$ cat src/sv/vaptbl_pkg.sv
// Shared types and codes for the virtual access point table.
// No dependencies; imported by the table top level, the checker and the bench.
package vaptbl_pkg;

	localparam int ADDR_W  = 48;
	localparam int TIME_W  = 32;
	localparam int LIMIT_W = 16;
	localparam int REQ_W   = 3;
	localparam int STAT_W  = 3;
	localparam int IDX_W   = 4;
	localparam int CNT_W   = 5;
	localparam int CFG_W   = 48;
	localparam int CFGA_W  = 1;

	// request codes
	localparam logic [REQ_W-1:0] REQ_ADD    = 3'd0;
	localparam logic [REQ_W-1:0] REQ_REMOVE = 3'd1;
	localparam logic [REQ_W-1:0] REQ_LOOKUP = 3'd2;
	localparam logic [REQ_W-1:0] REQ_SWEEP  = 3'd3;
	localparam logic [REQ_W-1:0] REQ_MARK   = 3'd4;

	// result status codes
	localparam logic [STAT_W-1:0] ST_ADDED    = 3'd0;
	localparam logic [STAT_W-1:0] ST_PRESENT  = 3'd1;
	localparam logic [STAT_W-1:0] ST_FULL     = 3'd2;
	localparam logic [STAT_W-1:0] ST_REMOVED  = 3'd3;
	localparam logic [STAT_W-1:0] ST_NOTFOUND = 3'd4;
	localparam logic [STAT_W-1:0] ST_FOUND    = 3'd5;
	localparam logic [STAT_W-1:0] ST_SWEPT    = 3'd6;
	localparam logic [STAT_W-1:0] ST_MARKED   = 3'd7;

	// configuration register indexes
	localparam logic [CFGA_W-1:0] CFG_OWN_ADDR  = 1'd0;
	localparam logic [CFGA_W-1:0] CFG_AGE_LIMIT = 1'd1;

	localparam logic [LIMIT_W-1:0] AGE_LIMIT_RST = 16'd60;

	// one table slot as stored in the slot RAM
	typedef struct packed {
		logic              beacon;
		logic [TIME_W-1:0] created;
		logic [ADDR_W-1:0] bssid;
		logic [ADDR_W-1:0] addr;
	} slot_rec_t;

endpackage

$ cat src/sv/vaptbl_ram.sv
// Generic single-port-write, single-port-read RAM with registered read data.
// No dependencies.
module vaptbl_ram #(
	parameter int WIDTH = 8,
	parameter int DEPTH = 16,
	parameter int AW    = (DEPTH > 1) ? $clog2(DEPTH) : 1
) (
	input  logic             clk,
	input  logic             we,
	input  logic [AW-1:0]    waddr,
	input  logic [WIDTH-1:0] wdata,
	input  logic             re,
	input  logic [AW-1:0]    raddr,
	output logic [WIDTH-1:0] rdata
);

	logic [WIDTH-1:0] mem_q [DEPTH];

	always_ff @(posedge clk) begin
		if (we) begin
			mem_q[waddr] <= wdata;
		end
		if (re) begin
			rdata <= mem_q[raddr];
		end
	end

endmodule

$ cat src/sv/vap_table_with_aging_and_bssid_mask.sv
// Virtual access point table with age sweep and BSSID mask recompute.
// Depends on vaptbl_pkg and instantiates vaptbl_ram for the slot contents.
//
//  channel | signals                                      | direction | handshake
//  --------+----------------------------------------------+-----------+----------
//  req     | req_type vap_address bss_id now_seconds      | in        | req_valid/req_ready
//  rsp     | status hit entry_index found_bssid found_time| out       | rsp_valid/rsp_ready
//          | removed_count bss_mask                       |           |
//  cfg     | cfg_addr cfg_wdata                           | in        | cfg_wr_en, no wait
//
// Each item is accepted from idle, walks the slot RAM's single read port at one slot a cycle
// with registered read data, and then commits the update and loads the result register.
// The per-slot key compare, age subtract and mask AND form one unit reused each cycle.
// Reset clears valid bits, rsp_valid, own_q; mask all ones, age limit 60; RAM contents stay.
// A result waiting on rsp_ready holds the commit cycle; req_ready is low until it ends.
module vap_table_with_aging_and_bssid_mask #(
	parameter int TABLE_ENTRIES = 16
) (
	input  logic                         clk,
	input  logic                         arst_n,
	// request channel
	input  logic                         req_valid,
	output logic                         req_ready,
	input  logic [vaptbl_pkg::REQ_W-1:0] req_type,
	input  logic [vaptbl_pkg::ADDR_W-1:0] vap_address,
	input  logic [vaptbl_pkg::ADDR_W-1:0] bss_id,
	input  logic [vaptbl_pkg::TIME_W-1:0] now_seconds,
	// result channel
	output logic                          rsp_valid,
	input  logic                          rsp_ready,
	output logic [vaptbl_pkg::STAT_W-1:0] status,
	output logic                          hit,
	output logic [vaptbl_pkg::IDX_W-1:0]  entry_index,
	output logic [vaptbl_pkg::ADDR_W-1:0] found_bssid,
	output logic [vaptbl_pkg::TIME_W-1:0] found_time,
	output logic [vaptbl_pkg::CNT_W-1:0]  removed_count,
	output logic [vaptbl_pkg::ADDR_W-1:0] bss_mask,
	// configuration write port
	input  logic                          cfg_wr_en,
	input  logic [vaptbl_pkg::CFGA_W-1:0] cfg_addr,
	input  logic [vaptbl_pkg::CFG_W-1:0]  cfg_wdata
);
	import vaptbl_pkg::*;

	localparam int IW = (TABLE_ENTRIES > 1) ? $clog2(TABLE_ENTRIES) : 1;
	localparam int CW = $clog2(TABLE_ENTRIES + 1);
	localparam int RW = $bits(slot_rec_t);
	localparam logic [IW-1:0] LAST_IDX = IW'(TABLE_ENTRIES - 1);
	localparam logic [CW-1:0] N_SLOTS  = CW'(TABLE_ENTRIES);

	typedef enum logic [1:0] {
		S_IDLE,
		S_SCAN,
		S_COMMIT
	} state_t;

	state_t state_q;

	// configuration
	logic [ADDR_W-1:0]  own_q;
	logic [LIMIT_W-1:0] limit_q;

	// table control and mask
	logic [TABLE_ENTRIES-1:0] valid_q;
	logic [ADDR_W-1:0]        mask_q;

	// captured item
	logic [REQ_W-1:0]  req_q;
	logic [ADDR_W-1:0] key_q;
	logic [ADDR_W-1:0] bss_q;
	logic [TIME_W-1:0] now_q;

	// walk
	logic [CW-1:0] iss_q;
	logic          rd_s1;
	logic [IW-1:0] idx_s1;

	// walk results
	logic              match_q;
	logic [IW-1:0]     match_idx_q;
	slot_rec_t         match_rec_q;
	logic              free_q;
	logic [IW-1:0]     free_idx_q;
	logic [CW-1:0]     swept_q;
	logic [ADDR_W-1:0] acc_q;

	// RAM ports
	logic          ram_we;
	logic [IW-1:0] ram_waddr;
	slot_rec_t     ram_wrec;
	logic          ram_re;
	logic [RW-1:0] ram_rdata;
	slot_rec_t     rd_rec;

	// per-slot unit
	logic              slot_v;
	logic              key_hit;
	logic [TIME_W:0]   age;
	logic              too_old;
	logic              keep;
	logic [ADDR_W-1:0] add_mask;
	logic              out_free;

	// result fields and table update chosen at commit
	logic [STAT_W-1:0] res_status;
	logic              res_hit;
	logic [IDX_W-1:0]  res_index;
	logic [ADDR_W-1:0] res_bssid;
	logic [TIME_W-1:0] res_time;
	logic [CNT_W-1:0]  res_removed;
	logic [ADDR_W-1:0] res_mask;
	logic              set_valid;
	logic              clr_valid;

	assign ram_re = (state_q == S_SCAN) && (iss_q < N_SLOTS);
	assign rd_rec = ram_rdata;

	// compare, age and mask unit applied to the slot read in the previous cycle
	assign slot_v  = valid_q[idx_s1];
	assign key_hit = slot_v && (rd_rec.addr == key_q);
	assign age     = {1'b0, now_q} - {1'b0, rd_rec.created};
	assign too_old = slot_v && !rd_rec.beacon && !age[TIME_W]
	                 && (age[TIME_W-1:0] > {{(TIME_W-LIMIT_W){1'b0}}, limit_q});
	assign keep    = slot_v && !((req_q == REQ_REMOVE) && key_hit)
	                 && !((req_q == REQ_SWEEP) && too_old);

	// mask with a freshly added entry folded in
	assign add_mask = acc_q & ~(own_q ^ bss_q);

	assign out_free = !rsp_valid || rsp_ready;

	// write port: a new entry on add, the flagged record on mark
	always_comb begin
		ram_we    = 1'b0;
		ram_waddr = free_idx_q;
		ram_wrec  = '{beacon: 1'b0, created: now_q, bssid: bss_q, addr: key_q};
		if (state_q == S_COMMIT && out_free) begin
			if (req_q == REQ_ADD && !match_q && free_q) begin
				ram_we = 1'b1;
			end else if (req_q == REQ_MARK && match_q) begin
				ram_we           = 1'b1;
				ram_waddr        = match_idx_q;
				ram_wrec         = match_rec_q;
				ram_wrec.beacon  = 1'b1;
			end
		end
	end

	// decode the walk results into the result fields; misses and unused codes
	// fall through as not found with only the mask reported
	always_comb begin
		res_status  = ST_NOTFOUND;
		res_hit     = 1'b0;
		res_index   = '0;
		res_bssid   = '0;
		res_time    = '0;
		res_removed = '0;
		res_mask    = mask_q;
		set_valid   = 1'b0;
		clr_valid   = 1'b0;
		case (req_q)
			REQ_ADD: begin
				if (match_q) begin
					// present key: report it, leave entry and mask alone
					res_status = ST_PRESENT;
					res_hit    = 1'b1;
					res_index  = IDX_W'(match_idx_q);
					res_bssid  = match_rec_q.bssid;
					res_time   = match_rec_q.created;
				end else if (!free_q) begin
					res_status = ST_FULL;
				end else begin
					set_valid  = 1'b1;
					res_mask   = add_mask;
					res_status = ST_ADDED;
					res_hit    = 1'b1;
					res_index  = IDX_W'(free_idx_q);
					res_bssid  = bss_q;
					res_time   = now_q;
				end
			end
			REQ_REMOVE: begin
				// recompute the mask even on a miss
				res_mask = acc_q;
				if (match_q) begin
					clr_valid   = 1'b1;
					res_status  = ST_REMOVED;
					res_index   = IDX_W'(match_idx_q);
					res_bssid   = match_rec_q.bssid;
					res_time    = match_rec_q.created;
					res_removed = CNT_W'(1);
				end
			end
			REQ_LOOKUP: begin
				if (match_q) begin
					res_status = ST_FOUND;
					res_hit    = 1'b1;
					res_index  = IDX_W'(match_idx_q);
					res_bssid  = match_rec_q.bssid;
					res_time   = match_rec_q.created;
				end
			end
			REQ_SWEEP: begin
				res_mask    = acc_q;
				res_status  = ST_SWEPT;
				res_removed = CNT_W'(swept_q);
			end
			REQ_MARK: begin
				if (match_q) begin
					res_status = ST_MARKED;
					res_hit    = 1'b1;
					res_index  = IDX_W'(match_idx_q);
					res_bssid  = match_rec_q.bssid;
					res_time   = match_rec_q.created;
				end
			end
			default: ;
		endcase
	end

	vaptbl_ram #(
		.WIDTH(RW),
		.DEPTH(TABLE_ENTRIES),
		.AW   (IW)
	) u_slots (
		.clk  (clk),
		.we   (ram_we),
		.waddr(ram_waddr),
		.wdata(ram_wrec),
		.re   (ram_re),
		.raddr(iss_q[IW-1:0]),
		.rdata(ram_rdata)
	);

	assign req_ready = (state_q == S_IDLE);

	// configuration registers: the user must write them only while idle; the block does not enforce it
	always_ff @(posedge clk or negedge arst_n) begin
		if (!arst_n) begin
			own_q   <= '0;
			limit_q <= AGE_LIMIT_RST;
		end else if (cfg_wr_en) begin
			unique case (cfg_addr)
				CFG_OWN_ADDR:  own_q   <= cfg_wdata[ADDR_W-1:0];
				CFG_AGE_LIMIT: limit_q <= cfg_wdata[LIMIT_W-1:0];
				default: ;
			endcase
		end
	end

	always_ff @(posedge clk or negedge arst_n) begin
		if (!arst_n) begin
			state_q   <= S_IDLE;
			valid_q   <= '0;
			mask_q    <= '1;
			rsp_valid <= 1'b0;
			rd_s1     <= 1'b0;
		end else begin
			// drop a taken result unless the commit loads a new one this cycle
			if (rsp_valid && rsp_ready && state_q != S_COMMIT) begin
				rsp_valid <= 1'b0;
			end
			unique case (state_q)
				S_IDLE: begin
					if (req_valid) begin
						// latch the item and clear the walk results
						req_q   <= req_type;
						key_q   <= vap_address;
						bss_q   <= bss_id;
						now_q   <= now_seconds;
						iss_q   <= '0;
						rd_s1   <= 1'b0;
						match_q <= 1'b0;
						free_q  <= 1'b0;
						swept_q <= '0;
						acc_q   <= '1;
						state_q <= S_SCAN;
					end
				end
				S_SCAN: begin
					// issue one read per cycle, process the previous one
					rd_s1 <= ram_re;
					if (ram_re) begin
						idx_s1 <= iss_q[IW-1:0];
						iss_q  <= iss_q + CW'(1);
					end
					if (rd_s1) begin
						if (key_hit && !match_q) begin
							match_q     <= 1'b1;
							match_idx_q <= idx_s1;
							match_rec_q <= rd_rec;
						end
						if (!slot_v && !free_q) begin
							free_q     <= 1'b1;
							free_idx_q <= idx_s1;
						end
						if (req_q == REQ_SWEEP && too_old) begin
							valid_q[idx_s1] <= 1'b0;
							swept_q         <= swept_q + CW'(1);
						end
						if (keep) begin
							acc_q <= acc_q & ~(own_q ^ rd_rec.bssid);
						end
						if (idx_s1 == LAST_IDX) begin
							state_q <= S_COMMIT;
						end
					end
				end
				S_COMMIT: begin
					// hold until the result register is free
					if (out_free) begin
						rsp_valid     <= 1'b1;
						status        <= res_status;
						hit           <= res_hit;
						entry_index   <= res_index;
						found_bssid   <= res_bssid;
						found_time    <= res_time;
						removed_count <= res_removed;
						bss_mask      <= res_mask;
						mask_q        <= res_mask;
						state_q       <= S_IDLE;
						if (set_valid) begin
							valid_q[free_idx_q] <= 1'b1;
						end else if (clr_valid) begin
							valid_q[match_idx_q] <= 1'b0;
						end
					end
				end
				default: state_q <= S_IDLE;
			endcase
		end
	end

endmodule

$ cat config.mk
export PLATFORM = sky130hd
export DESIGN_NAME = vap_table_with_aging_and_bssid_mask
export DESIGN_NICKNAME = d
export VERILOG_FILES = /design/src/sv/vaptbl_pkg.sv /design/src/sv/vaptbl_ram.sv /design/src/sv/vap_table_with_aging_and_bssid_mask.sv
export SDC_FILE = /design/constraint.sdc
export NUM_CORES = 2
export LEC_CHECK = 0
export BUFFER_PORTS_ARGS = -buffer_cell sky130_fd_sc_hd__buf_2
export CORE_MARGIN = 3
export CORE_UTILIZATION = 40
export CTS_CLUSTER_SIZE = 10
export DETAILED_ROUTE_END_ITERATION = 8
export GPL_TIMING_DRIVEN = 0
export SETUP_SLACK_MARGIN = 0.1
export SYNTH_ARGS = -nofsm -noshare
export SYNTH_HDL_FRONTEND = slang
export SYNTH_SLANG_ARGS = --single-unit
$ cat constraint.sdc
create_clock -name clk -period 15.1 [get_ports clk]
set_input_delay 1.51 -clock clk [delete_from_list [all_inputs] [get_ports clk]]
set_output_delay 1.51 -clock clk [all_outputs]
set_load 0.02 [all_outputs]
==> metrics.txt <==
outcome=finished with violations; failing checks=capacitance limit, slew limit; TNS Setup=0 ps; Hold WS=about 440 ps; register area share after synthesis=0.768; Worst Tran Pin Value=1540 ps; Gates resized, CTS repair=0; Max Cap Violations=1; clock-pin slew on the worst setup and hold paths=about 60 ps; startpoint class of the critical path=flop; worst setup margin=around 8000 ps; Root Driver=clkbuf_16; met2 WL=148000 µm; Final Max Slew Viols=11; Syn. warnings=0; Biggest register=u_slots.mem_q; Net Count, Synth=approximately 5600; buffer depth of the longest clock path=4; Worst Skew=61.7 ps; Final setup viols=0; Util after Layout=0.474; flops & latches, synth=2797; P_leak=41.8 nW; Setup crit end kind=flop; pre-CTS setup slack=8140 ps; number of cell rows=190; H-tree depth=5; Hold Crit Class=flop to flop; WP depth=21; Worst Hold Launch=u_slots.rdata[96]; number of detailed-route iterations in the first pass=6; crit-path max FO=24; residual overflow from global routing=0; Final Power=17.4 mW; Final min period=7060 ps; DRT iter0 DRCs=7418; initial antenna violation count=21; R2R depth=21; Post-Route WL=321000 µm; share of the synthesized area in the top cell type=0.737; Inserted Clock Buffers=330; Hold Fails Final Rpt=0; TritonCTS clock tree=built; Synth area leaders=edfxtp_1 74%, mux4_2 13%, nand2_1 2.3%; maximum clock frequency=between 100 and 150 MHz; Slew headroom=-0.0256; crit path kind=flop to flop; Hold-fix buffers, CTS=0; area of the die=0.278 mm²; Top Metal Used=met5; routed via count=about 57000; end of the worst hold path=match_rec_q[96]; WP data required=15640 ps; max incr delay on CP=720 ps; most frequent CP cell=nand4_1; Buffers & Inverters on Critical Path=2; gpl congestion=0.865; Largest delay share family, worst path=compound AO/OA/AOI/OAI gates; unrepaired setup endpoints after global routing=no; Worst R2R Start=now_q[0]; pwr dens=between 100 and 150 mW/mm²; Critical Path Source=now_q[0]; Syn Std Cell Area=0.109 mm²; io pins=between 300 and 400; share of layout cells above drive strength 1=0.266; top flop regs=u_slots.mem_q x2064, u_slots.rdata x129, match_rec_q x128; dpl hpwl=213000 µm; DR WL/cell=32.5 µm; core area=between 0.2 and 0.3 mm²; Cells after Synth=5344; Worst path slowest cell=or4_1; max reg flops=between 2000 and 2500; first-pass GRT wire length=448000 µm; setup bufs post-CTS=0; # nets final=between 6000 and 7000; vias per inst=about 5.8; initial core utilization=0.403; Routed met3 length=~29000 µm; Arr. time, crit path=7610 ps; Layout area overhead=17.4%; die width=527 µm; CP cell instances=inv_1, ha_1, fa_1, and2b_1, o2111ai_1, a21oi_1, a31oi_2, o21ai_0, xor2_1, ha_1, nand4_1, nor3_1, mux2i_1, a21oi_1, a2111oi_0, nand4_1, a2111oi_0, nand4_1, or4_1, a21oi_4, buf_12; Worst R2R Setup Slack=8040 ps; Post-synth ARST share=0.0472; Filler cells=22200; Post-synth EDFFs=2665; met1 WL=between 100000 and 150000 µm; Residual DRC=0; vias in the first global route=57600; number of port buffers=between 300 and 400; Post-DP Area=0.118 mm²; Hold Crit Depth=0; crit share post-route=0.468; Worst VDD drop=87.5 µV; worst r2r dst=acc_q[18]; die height=about 530 µm; leading area contributor after synthesis=edfxtp_1; post-route ant nets=0; Non-Filler Instances=9877; largest net degree at the start of global routing=93; Syn Area/Cell=20.3 µm²; Netlist cell types=70; CTS Sinks=2797; Top FF cell, synth=edfxtp_1; Clock Latency Late Sink=around 880 ps; total track usage=0.228; final instance area=0.127 mm²; placed cell count=9376
-- cells by family after synthesis --
logic type | after synthesis | share of synthesized area
flip-flops | 2797 | 0.768
AND/OR/NAND/NOR | 874 | 0.0329
multiplexers | 718 | 0.142
AO/OA/AOI/OAI | 406 | 0.0257
buffers and inverters | 327 | 0.0118
XOR/XNOR | 171 | 0.0138
adder cells (fa/ha/maj) | 51 | 0.00595
-- worst max path at each step --
stage | slack [ps] | endpoint
after floorplan | 6470 | u_slots.mem_q[10][0]
after global placement | -3650 | u_slots.mem_q[14][26]
after detailed placement | 8140 | acc_q[11]
after CTS | 8130 | acc_q[21]
after global routing | 7830 | acc_q[21]
final | 8040 | acc_q[18]
-- area by class of cell --
type	count	area, µm²	share of cell area
multi-input cells	2220	24100	0.189
plain buffers	261	1050	0.00825
well taps	3552	4440	0.0349
flip-flops and latches	2797	83400	0.654
clock buffers	458	8840	0.0694
diodes	11	27.5	0.000216
repair buffers	481	4950	0.0389
clock inverters	31	437	0.00343
inverters	66	248	0.00194
-- cell usage in the layout (no fill, tap or decap), types with 80 or more instances in the layout --
cell type / synthesis / layout
edfxtp_1: 2665 / 2665
nand2_1: 678 / 678
mux4_2: 650 / 650
clkbuf_16: 0 / 334
buf_2: 6 / 333
clkbuf_1: 179 / 284
a22o_1: 130 / 130
buf_12: 0 / 119
xnor2_1: 112 / 112
o21ai_0: 100 / 98
dfrtp_1: 80 / 80
-- power by group --
part	internal, mW	total [mW]	switching [mW]
Combinational	0.632	1.49	0.854
Sequential	8.65	8.78	0.130
Clock	4.10	7.09	3.00
Total	13.4	17.4	3.98
-- cell usage after synthesis, types with 3 or more instances --
cell type     n
a21o_1       24
nor3b_1       3
nor3_1       14
nor2_1       77
nand2_1     678
o311ai_0      3
dfrtp_1      80
mux2_2       64
a21oi_1      79
and2_1        4
buf_1        69
o21a_1        8
nor4_1        7
nor2b_1       6
buf_4         3
mux4_2      650
buf_2         6
o21ai_0     100
edfxtp_1   2665
ha_1         50
a22o_1      130
clkbuf_1    179
o22ai_1      17
dfstp_2      52
inv_1        66
nand4_1      24
xor2_1       59
nand2b_1     17
or2_2         4
nand3_1      20
and3_1        6
buf_6         3
o32ai_1       4
mux2i_1       4
o31ai_1       5
a31oi_1       8
or2b_1        3
xnor2_1     112
-- layer usage --
metal	up-vias	track usage
li1	23200	-
met1	30600	0.320
met2	2934	0.351
met3	571	0.0499
met4	2	0.0866
met5	-	0
Note: power is estimated with default switching activity, not from simulation.
